`src/assert_macros.svh`:
```
// ----------------------------------------------------------------------------
// Assertion macros
// Shared concurrent assertion forms, clocked on clk_i and disabled in reset.
// ----------------------------------------------------------------------------
`ifndef ASSERT_MACROS_SVH
`define ASSERT_MACROS_SVH

// The consequent must hold in the same cycle as the antecedent.
`define ASSERT_IMPLIES(label, ante, cons) \
  label: assert property (@(posedge clk_i) disable iff (!rst_ni) (ante) |-> (cons)) \
    else $error("assertion failed: same-cycle implication");

// The consequent must hold in the cycle after the antecedent.
`define ASSERT_NEXT(label, ante, cons) \
  label: assert property (@(posedge clk_i) disable iff (!rst_ni) (ante) |=> (cons)) \
    else $error("assertion failed: next-cycle implication");

`endif

```
`src/lde_pkg.sv`:
```
// ----------------------------------------------------------------------------
// lde_pkg
// Types and constants shared by the link delay and loss emulator modules.
// ----------------------------------------------------------------------------
`timescale 1ns / 1ps
`default_nettype none

package lde_pkg;

  localparam int unsigned TIME_W      = 48;
  localparam int unsigned CNT_W       = 32;
  localparam int unsigned LEN_W       = 16;
  localparam int unsigned TAG_W       = 16;
  localparam int unsigned STATUS_W    = 4;
  localparam int unsigned CFG_IDX_W   = 3;
  localparam int unsigned CFG_DATA_W  = 64;
  localparam int unsigned STPB_W      = 40;
  localparam int unsigned BURST_CNT_W = 8;
  localparam int unsigned LAT_W       = 32;

  // Transmit time is (time_per_byte * length) >> TX_SHIFT.
  localparam int unsigned TX_SHIFT  = 20;
  localparam int unsigned TX_PROD_W = STPB_W + LEN_W;

  localparam int unsigned MAX_LEN_RESET = 1536;

  // Burst window = burst_count * time_per_byte * BURST_BYTES / BURST_DIVISOR.
  localparam int unsigned BURST_BYTES   = 1536;
  localparam int unsigned BURST_DIVISOR = 1000000;
  localparam int unsigned WIN_PROD_W    = STPB_W + BURST_CNT_W;
  localparam int unsigned WAIT_W        = 40;

  // The ratio 1536 / 1000000 reduces to 24 / 15625, so the window unit scales
  // by 24 and divides by 15625, one 16-bit quotient digit at a time.
  localparam int unsigned WIN_SCALE    = BURST_BYTES / 64;
  localparam int unsigned WIN_DIVISOR  = BURST_DIVISOR / 64;
  localparam int unsigned DVD_W        = 64;
  localparam int unsigned DIGIT_W      = 16;
  localparam int unsigned NUM_DIGITS   = DVD_W / DIGIT_W;
  localparam int unsigned DIGIT_CNT_W  = $clog2(NUM_DIGITS);
  localparam int unsigned WIN_REM_W    = 14;
  localparam int unsigned EST_W        = WIN_REM_W + DIGIT_W;

  // A partial dividend is below 2^30; with this rounded-up reciprocal of the
  // divisor, (part * WIN_RECIP) >> WIN_RECIP_SH is its exact quotient.
  localparam int unsigned WIN_RECIP_SH = EST_W + WIN_REM_W;
  localparam int unsigned RECIP_W      = 31;
  localparam longint unsigned WIN_RECIP =
      ((64'd1 << WIN_RECIP_SH) + 64'(WIN_DIVISOR) - 64'd1) / 64'(WIN_DIVISOR);
  localparam int unsigned EST_PROD_W   = EST_W + RECIP_W;

  typedef enum logic [STATUS_W-1:0] {
    ST_QUEUED       = 4'd0,
    ST_TAIL_DROP    = 4'd1,
    ST_FIFO_FULL    = 4'd2,
    ST_OVERSIZE     = 4'd3,
    ST_PATTERN_LOSS = 4'd4,
    ST_LINK_OFF     = 4'd5,
    ST_BURST_LOSS   = 4'd6,
    ST_DELIVERED    = 4'd7,
    ST_NONE_DUE     = 4'd8
  } status_e;

  typedef enum logic [CFG_IDX_W-1:0] {
    CFG_TIME_PER_BYTE   = 3'd0,
    CFG_LINK_LATENCY    = 3'd1,
    CFG_MAX_QUEUE_DELAY = 3'd2,
    CFG_MAX_PKT_LEN     = 3'd3,
    CFG_BURST_COUNT     = 3'd4,
    CFG_BURST_SPACING   = 3'd5,
    CFG_LOSS_PATTERN    = 3'd6,
    CFG_LINK_OFF        = 3'd7
  } cfg_idx_e;

  typedef enum logic {
    KIND_SUBMIT = 1'b0,
    KIND_POLL   = 1'b1
  } kind_e;

  typedef enum logic {
    CORE_IDLE,
    CORE_EXEC
  } core_state_e;

  typedef enum logic [2:0] {
    WIN_IDLE,
    WIN_MUL,
    WIN_LOAD,
    WIN_EST,
    WIN_FIX
  } win_state_e;

  typedef struct packed {
    logic [TIME_W-1:0] arrival;
    logic [LEN_W-1:0]  length;
    logic [TAG_W-1:0]  tag;
  } fifo_entry_t;

endpackage

`default_nettype wire

```
`src/lde_win.sv`:
```
// ----------------------------------------------------------------------------
// lde_win
// Burst window unit: recomputes count * time_per_byte * 1536 / 1000000 by a
// reciprocal multiplication, one 16-bit quotient digit at a time.
// ----------------------------------------------------------------------------
`timescale 1ns / 1ps
`default_nettype none

module lde_win
  import lde_pkg::*;
(
  input  wire logic                   clk_i,
  input  wire logic                   rst_ni,
  input  wire logic                   recalc_i,
  input  wire logic [STPB_W-1:0]      time_per_byte_i,
  input  wire logic [BURST_CNT_W-1:0] burst_count_i,
  output logic                        busy_o,
  output logic [WAIT_W-1:0]           wait_o
);

  win_state_e              state_q, state_d;
  logic [DIGIT_CNT_W-1:0]  cnt_q, cnt_d;
  logic [WAIT_W-1:0]       wait_q, wait_d;
  logic [WIN_PROD_W-1:0]   prod_q, prod_d;
  logic [DVD_W-1:0]        dvd_q, dvd_d;
  logic [WIN_REM_W-1:0]    rem_q, rem_d;
  logic [DIGIT_W-1:0]      digit_q, digit_d;
  logic [WAIT_W-1:0]       quot_q, quot_d;
  logic [EST_W-1:0]        part;
  logic [EST_PROD_W-1:0]   est;
  logic [EST_W-1:0]        back;

  always_ff @(posedge clk_i or negedge rst_ni) begin
    if (!rst_ni) begin
      state_q <= WIN_IDLE;
      cnt_q   <= '0;
      wait_q  <= '0;
    end else begin
      state_q <= state_d;
      cnt_q   <= cnt_d;
      wait_q  <= wait_d;
    end
  end

  always_ff @(posedge clk_i) begin
    prod_q  <= prod_d;
    dvd_q   <= dvd_d;
    rem_q   <= rem_d;
    digit_q <= digit_d;
    quot_q  <= quot_d;
  end

  // The remainder stays below the divisor, so each quotient digit fits in
  // sixteen bits and the new remainder in fourteen.
  assign part = {rem_q, dvd_q[DVD_W-1 -: DIGIT_W]};
  assign est  = EST_PROD_W'(part) * EST_PROD_W'(RECIP_W'(WIN_RECIP));
  assign back = part - EST_W'(digit_q) * EST_W'(WIN_DIVISOR);

  always_comb begin
    state_d = state_q;
    cnt_d   = cnt_q;
    wait_d  = wait_q;
    prod_d  = prod_q;
    dvd_d   = dvd_q;
    rem_d   = rem_q;
    digit_d = digit_q;
    quot_d  = quot_q;
    case (state_q)
      WIN_IDLE: begin
      end
      WIN_MUL: begin
        prod_d  = WIN_PROD_W'(burst_count_i) * WIN_PROD_W'(time_per_byte_i);
        state_d = WIN_LOAD;
      end
      WIN_LOAD: begin
        // Constant factor: synthesis reduces this to two shifted adds.
        dvd_d   = DVD_W'(prod_q) * DVD_W'(WIN_SCALE);
        rem_d   = '0;
        quot_d  = '0;
        cnt_d   = '0;
        state_d = WIN_EST;
      end
      WIN_EST: begin
        digit_d = est[WIN_RECIP_SH +: DIGIT_W];
        state_d = WIN_FIX;
      end
      WIN_FIX: begin
        // The true quotient is below 2^40, so shifting out the top is safe.
        rem_d  = back[WIN_REM_W-1:0];
        quot_d = {quot_q[WAIT_W-DIGIT_W-1:0], digit_q};
        dvd_d  = dvd_q << DIGIT_W;
        cnt_d  = cnt_q + DIGIT_CNT_W'(1);
        if (cnt_q == DIGIT_CNT_W'(NUM_DIGITS - 1)) begin
          wait_d  = {quot_q[WAIT_W-DIGIT_W-1:0], digit_q};
          state_d = WIN_IDLE;
        end else begin
          state_d = WIN_EST;
        end
      end
      default: begin
        state_d = WIN_IDLE;
      end
    endcase
    if (recalc_i) begin
      state_d = WIN_MUL;
    end
  end

  assign busy_o = (state_q != WIN_IDLE);
  assign wait_o = wait_q;

endmodule

`default_nettype wire

```
`config.mk`:
```
export PLATFORM = sky130hd
export DESIGN_NAME = lde_win
export DESIGN_NICKNAME = d
export VERILOG_FILES = /design/src/assert_macros.svh /design/src/lde_pkg.sv /design/src/lde_win.sv
export SDC_FILE = /design/constraint.sdc
export NUM_CORES = 2
export LEC_CHECK = 0
export ABC_AREA = 0
export BUFFER_PORTS_ARGS = -buffer_cell sky130_fd_sc_hd__buf_2
export CORE_MARGIN = 8
export CORE_UTILIZATION = 55
export CTS_CLUSTER_SIZE = 25
export DETAILED_ROUTE_END_ITERATION = 8
export PLACE_DENSITY = 0.7
export SYNTH_ARGS = -nofsm -noshare
export SYNTH_HDL_FRONTEND = slang
export SYNTH_SLANG_ARGS = --single-unit
```
`constraint.sdc`:
```
create_clock -name clk_i -period 8.1 [get_ports clk_i]
set_clock_uncertainty 0.1 [all_clocks]
set_input_delay 0.81 -clock clk_i [delete_from_list [all_inputs] [get_ports clk_i]]
set_output_delay 0.81 -clock clk_i [all_outputs]
set_load 0.05 [all_outputs]
```
# Word-level counts from Yosys, hierarchy flattened
# Index checks and enable logic that the tools add are counted.
[totals] ff_bits=211 output_inout_bits=41
[classes] mul=4 reduce_logical=4 addsub=2 n_eq_ne=6 muxes=7
[op_table] operator="$pmux 64 s2" n=1
[op_table] operator="$mul 30x31->60 const B" n=1
[op_table] operator="$mul 48x2->50 const B" n=1
[op_table] operator="$mul 8x40->48" n=1
[op_table] operator="$pmux 24 s2" n=1
[op_table] operator="$pmux 14 s2" n=1
[op_table] operator="$mul 16x14->14 const B" n=1
[op_table] operator="$pmux 3 s5" n=1
[op_table] operator="$sub 14x14->14" n=1
[op_table] operator="$eq 3x2->1 const B" n=2
[op_table] operator="$pmux 2 s2" n=1
[op_table] operator="$eq 3x1->1 const B" n=1
[op_table] operator="$eq 3x3->1 const B" n=1
[op_table] operator="$logic_not 3->1" n=1
[op_table] operator="$mux 3" n=1
[op_table] operator="$reduce_bool 3->1" n=1
[op_table] operator="$add 2x1->2 const B" n=1
[op_table] operator="$eq 2x2->1 const B" n=1
[op_table] operator="$mux 2" n=1
[op_table] operator="$ne 2x2->1 const B" n=1
[op_table] operator="$reduce_and 2->1" n=1
[op_table] operator="$reduce_bool 2->1" n=1

# Depth between registers and ports, before layout
[logic_depth] depth_word=4 mapped_depth=26 mapped_depth_nobuf=26

# Worst setup path before layout
# Ideal clock, no wire load.
[synth_path] path_kind="flip-flop to flip-flop" startpoint="register dvd_q[51]" endpoint="register digit_q[15], data pin" setup_time_ns=0.262 period_less_slack_ns=7.145 t_arrival_ns=6.783 path_slack_ns=0.955 stages_incl_launch_ff=25 cell_sequence="edfxtp_1 > inv_1 > fa_1 > inv_1 > fa_1 > inv_1 > fa_1 > fa_1 > inv_1 > fa_1 > fa_1 > fa_1 > inv_1 > fa_1 > inv_1 > ha_1 > a21oi_1 > o211ai_1 > nand4_1 > and2_1 > o21ai_1 > nand3_1 > a2111oi_2 > o31ai_1 > xnor2_1"
[synth_via] elab_chain_len=1
[synth_rtl] item="from (decl)" line="lde_win.sv:25" text="logic [DVD_W-1:0] dvd_q, dvd_d;"
[synth_rtl] item="from (signal assigned)" line="lde_win.sv:47" text="dvd_q <= dvd_d;"
[synth_rtl] item="$mul 30x31->60" line="lde_win.sv:56" text="assign est = EST_PROD_W'(part) * EST_PROD_W'(RECIP_W'(WIN_RECIP));"
[synth_rtl] item="net est[59]" line="lde_win.sv:30" text="logic [EST_PROD_W-1:0] est;"
[synth_rtl] item="to (signal assigned)" line="lde_win.sv:49" text="digit_q <= digit_d;"
[synth_rtl] item="to (decl)" line="lde_win.sv:27" text="logic [DIGIT_W-1:0] digit_q, digit_d;"
# The timed path passes the listed nets, and every way through them passes these cells.
# A chain may end at the register's enable or synchronous reset.

# Final worst setup path
[layout_path] startpoint="register dvd_q[60]" endpoint="register digit_q[14], data pin"
# Same word-level chain as after synthesis.

==> results.cfg <==
[run_status]
outcome = complete, no violations

[timing]
setup_ws_ns = 0.532
relSlewSlack = 0.286
tns_ns = 0
setup_violations = 0
tightest_slew_ns = 1.07
fin_crit_ns = 7.57
grt_setup_unrepaired = no
whs_ns = 0.340
fmax_mhz = 132
hold_viol_final = 0
period_share = 0.934
slew_viol_final = 0

[synth]
yosysSeqAreaShare = 0.174
post_synth.cell_area_avg_um2 = 10.2
yosysUniqueCellTypes = 81
synth_nets = 4525
synthCells = 3407
yosysWarningCount = 0
ys_ff_latch = 208
synth-main-ff-cell = edfxtp_1
synth_edf_count = 163
synth_area_mm2 = 0.0346
async_reset_ff_frac = 0.216

[global_routing]
grt.met1_usage = 0.295
overflow = 0
gr-usage-met2 = 0.383
antenna_found_initial = 0
grt_pass1_vias = 24500
grt_pass1_wl_um = 128000
top_usage_layer = met2
grtUsageMet3 = 0.0231
grtUsageTotal = 0.222
grt_max_degree = 86

[floorplan]
ios = 92
die_h_um = 267
core_mm2 = 0.0626
num_rows = 92
start_util = 0.553
die_w_um = 267
fp.dieArea_mm2 = 0.0712

[placement]
routabilityCongestion = 0.985
io_buffers = 91
dp_slack_ns = 0.513
place_area_mm2 = 0.0360
place_hpwl_um = 66800

[routing]
num_vias = 23200
detail_route.wl_per_cell_um = 17.9
ant_nets = 0
drt-initial-drc-count = 1333
avgViaCountPerCell = 5.36
post-route-drc-count = 0
routed_wl_um = 77600
firstDrtPassIters = 5

[clock_tree]
clock-sinks = 208
clk_latency_ns = 0.55
h-tree-depth = 1
cts.reportedPaths.clkPinSlew_ns = 0.06
cts_tree = yes
holdBufCountCts = 0
root_buffer = clkbuf_16
clk_path_buf_depth = 3
cts-resized-gates = 0
post-cts-setup-buffers = 0
cts_buffers = 25

[layout]
finalNetCount = 4579
area_growth_pct = 6.28
drive_above_1_share = 0.0655
fillers = 5365
n_antenna_cell = 0
fin_area_mm2 = 0.0368

[critical_path]
max_stage_delay_ns = 0.57
worst-setup-path-type = reg2reg
crit_slowest_cell = fa_1
cp_cell_sequence = inv_1 -> fa_1 -> fa_1 -> inv_1 -> fa_1 -> fa_1 -> inv_1 -> fa_1 -> inv_1 -> fa_1 -> fa_1 -> fa_1 -> ha_1 -> o21ai_0 -> o21ai_0 -> a21oi_1 -> and3_1 -> nand3_1 -> nand3_1 -> a2111oi_2 -> or4_1 -> o2111ai_1
arrival_ns = 7.84
required_ns = 8.37
path_max_fanout = 7
critical_path.most_common_cell = fa_1
worstSetupEndpointType = register
critPathLaunchType = register

[run]
drv_cap = 0

[min_path]
hold_path_class = in2async
[state kept, by name, summed over array words and instances (netlist names)]
name and count:
wait_o 40, quot_q 24, dvd_q 61, state_q 3, rem_q 14, cnt_q 2, digit_q 16, prod_q 48
[Yosys cell counts, drive strengths merged, types with 5 or more instances]
master   number  area, um2
a2111oi       6       72.6
a211oi       22        178
a21boi       10       75.1
a21o         68        510
a21oi       131        656
a221oi        6       58.8
a31o          9       78.8
a31oi        10       62.6
and2        175       1090
and3         14       87.6
and4          6       52.6
buf           7       30.0
clkbuf       73        274
dfrtp        45       1130
edfxtp      163       4890
fa          557      11200
ha          510       6380
inv         716       2690
mux2         42        473
nand2       274       1030
nand2b       21        131
nand3        35        180
nand4        20        131
nor2        115        432
nor2b        21        131
nor3         22        110
nor3b         8       60.1
o2111ai       5       61.3
o211ai       13       97.6
o21a         26        196
o21ai        76        380
o21bai       16        120
o311ai        5       43.8
o31ai        10       85.1
or2          10       62.6
or3          10       63.8
xnor2        66        578
xor2         38        333
[metal layers]
| layer | share of wire | vias up | wire length, um |
|---|---|---|---|
| li1 | - | 11100 | - |
| met1 | 0.44 | 11500 | 34100 |
| met2 | 0.49 | 468 | 37800 |
| met3 | 0.041 | 96 | 3200 |
| met4 | 0.032 | 0 | 2490 |
| met5 | 0 | - | 0 |
[layout by cell type, fill, tap and decap left out, types with 66 or more instances in the layout]
cell / count
o21ai_0: 69
buf_2: 91
nand2_1: 274
xnor2_1: 66
inv_1: 716
fa_1: 557
and2_1: 173
nor2_1: 114
edfxtp_1: 163
a21oi_1: 130
a21o_1: 68
ha_1: 510
[final cells by class]
| class | instances | area (um2) | share of cell area |
|---|---|---|---|
| Multi-Input combinational cell | 2403 | 25600 | 0.697 |
| Sequential cell | 208 | 6020 | 0.164 |
| Inverter | 716 | 2690 | 0.0731 |
| Tap cell | 846 | 1060 | 0.0288 |
| Clock buffer | 32 | 692 | 0.0188 |
| Timing Repair Buffer | 107 | 576 | 0.0156 |
| Clock inverter | 13 | 126 | 0.00344 |
[path summary, 6_finish.rpt]
path / start / to / slack (ns) / depth (start not counted)
setup / recovery: dvd_q[60]$_SDFFCE_PN0P_ / digit_q[14]$_DFFE_PP_ / 0.53 / 22
min in group clk_i: recalc_i / state_q[2]$_DFFE_PN0P_ / 0.35 / 2
hold reg to reg: quot_q[13]$_SDFFCE_PN0P_ / wait_o[29]$_DFFE_PN0P_ / 0.37 / 1
max in group asynchronous: rst_ni / wait_o[20]$_DFFE_PN0P_ / 6.94 / 1
hold / removal: rst_ni / wait_o[32]$_DFFE_PN0P_ / 0.34 / 1
setup reg to reg: dvd_q[60]$_SDFFCE_PN0P_ / digit_q[14]$_DFFE_PP_ / 0.53 / 22
[worst max-delay path: cells and delay by family (launching register included)]
family	cells	cell delay, ns
buffers and inverters	4	0.35
DFF	1	0.53
AOI/OAI and AO/OA	5	0.88
adders and majority gates	9	4.25
and+or+nand+nor	4	1.29
[kinds of logic after synthesis]
logic type,after synthesis,synth area share
fa+ha+maj,1067,0.507
mux,44,0.0142
simple gates,744,0.106
compound gates,444,0.0862
xor+xnor,104,0.0263
buf+inv,796,0.0865
flops,208,0.174
[per-stage QoR]
step | cells | util
2_1_floorplan | 3407 | -
3_3_place_gp | 4280 | 0.574
3_5_place_dp | 4280 | 0.574
4_1_cts | 4325 | 0.587
5_1_grt | 4325 | 0.587
6_report | 4325 | 0.587
Power is not shown: default switching activity piles up to over one toggle a cycle in this logic, so the estimate is an artifact.
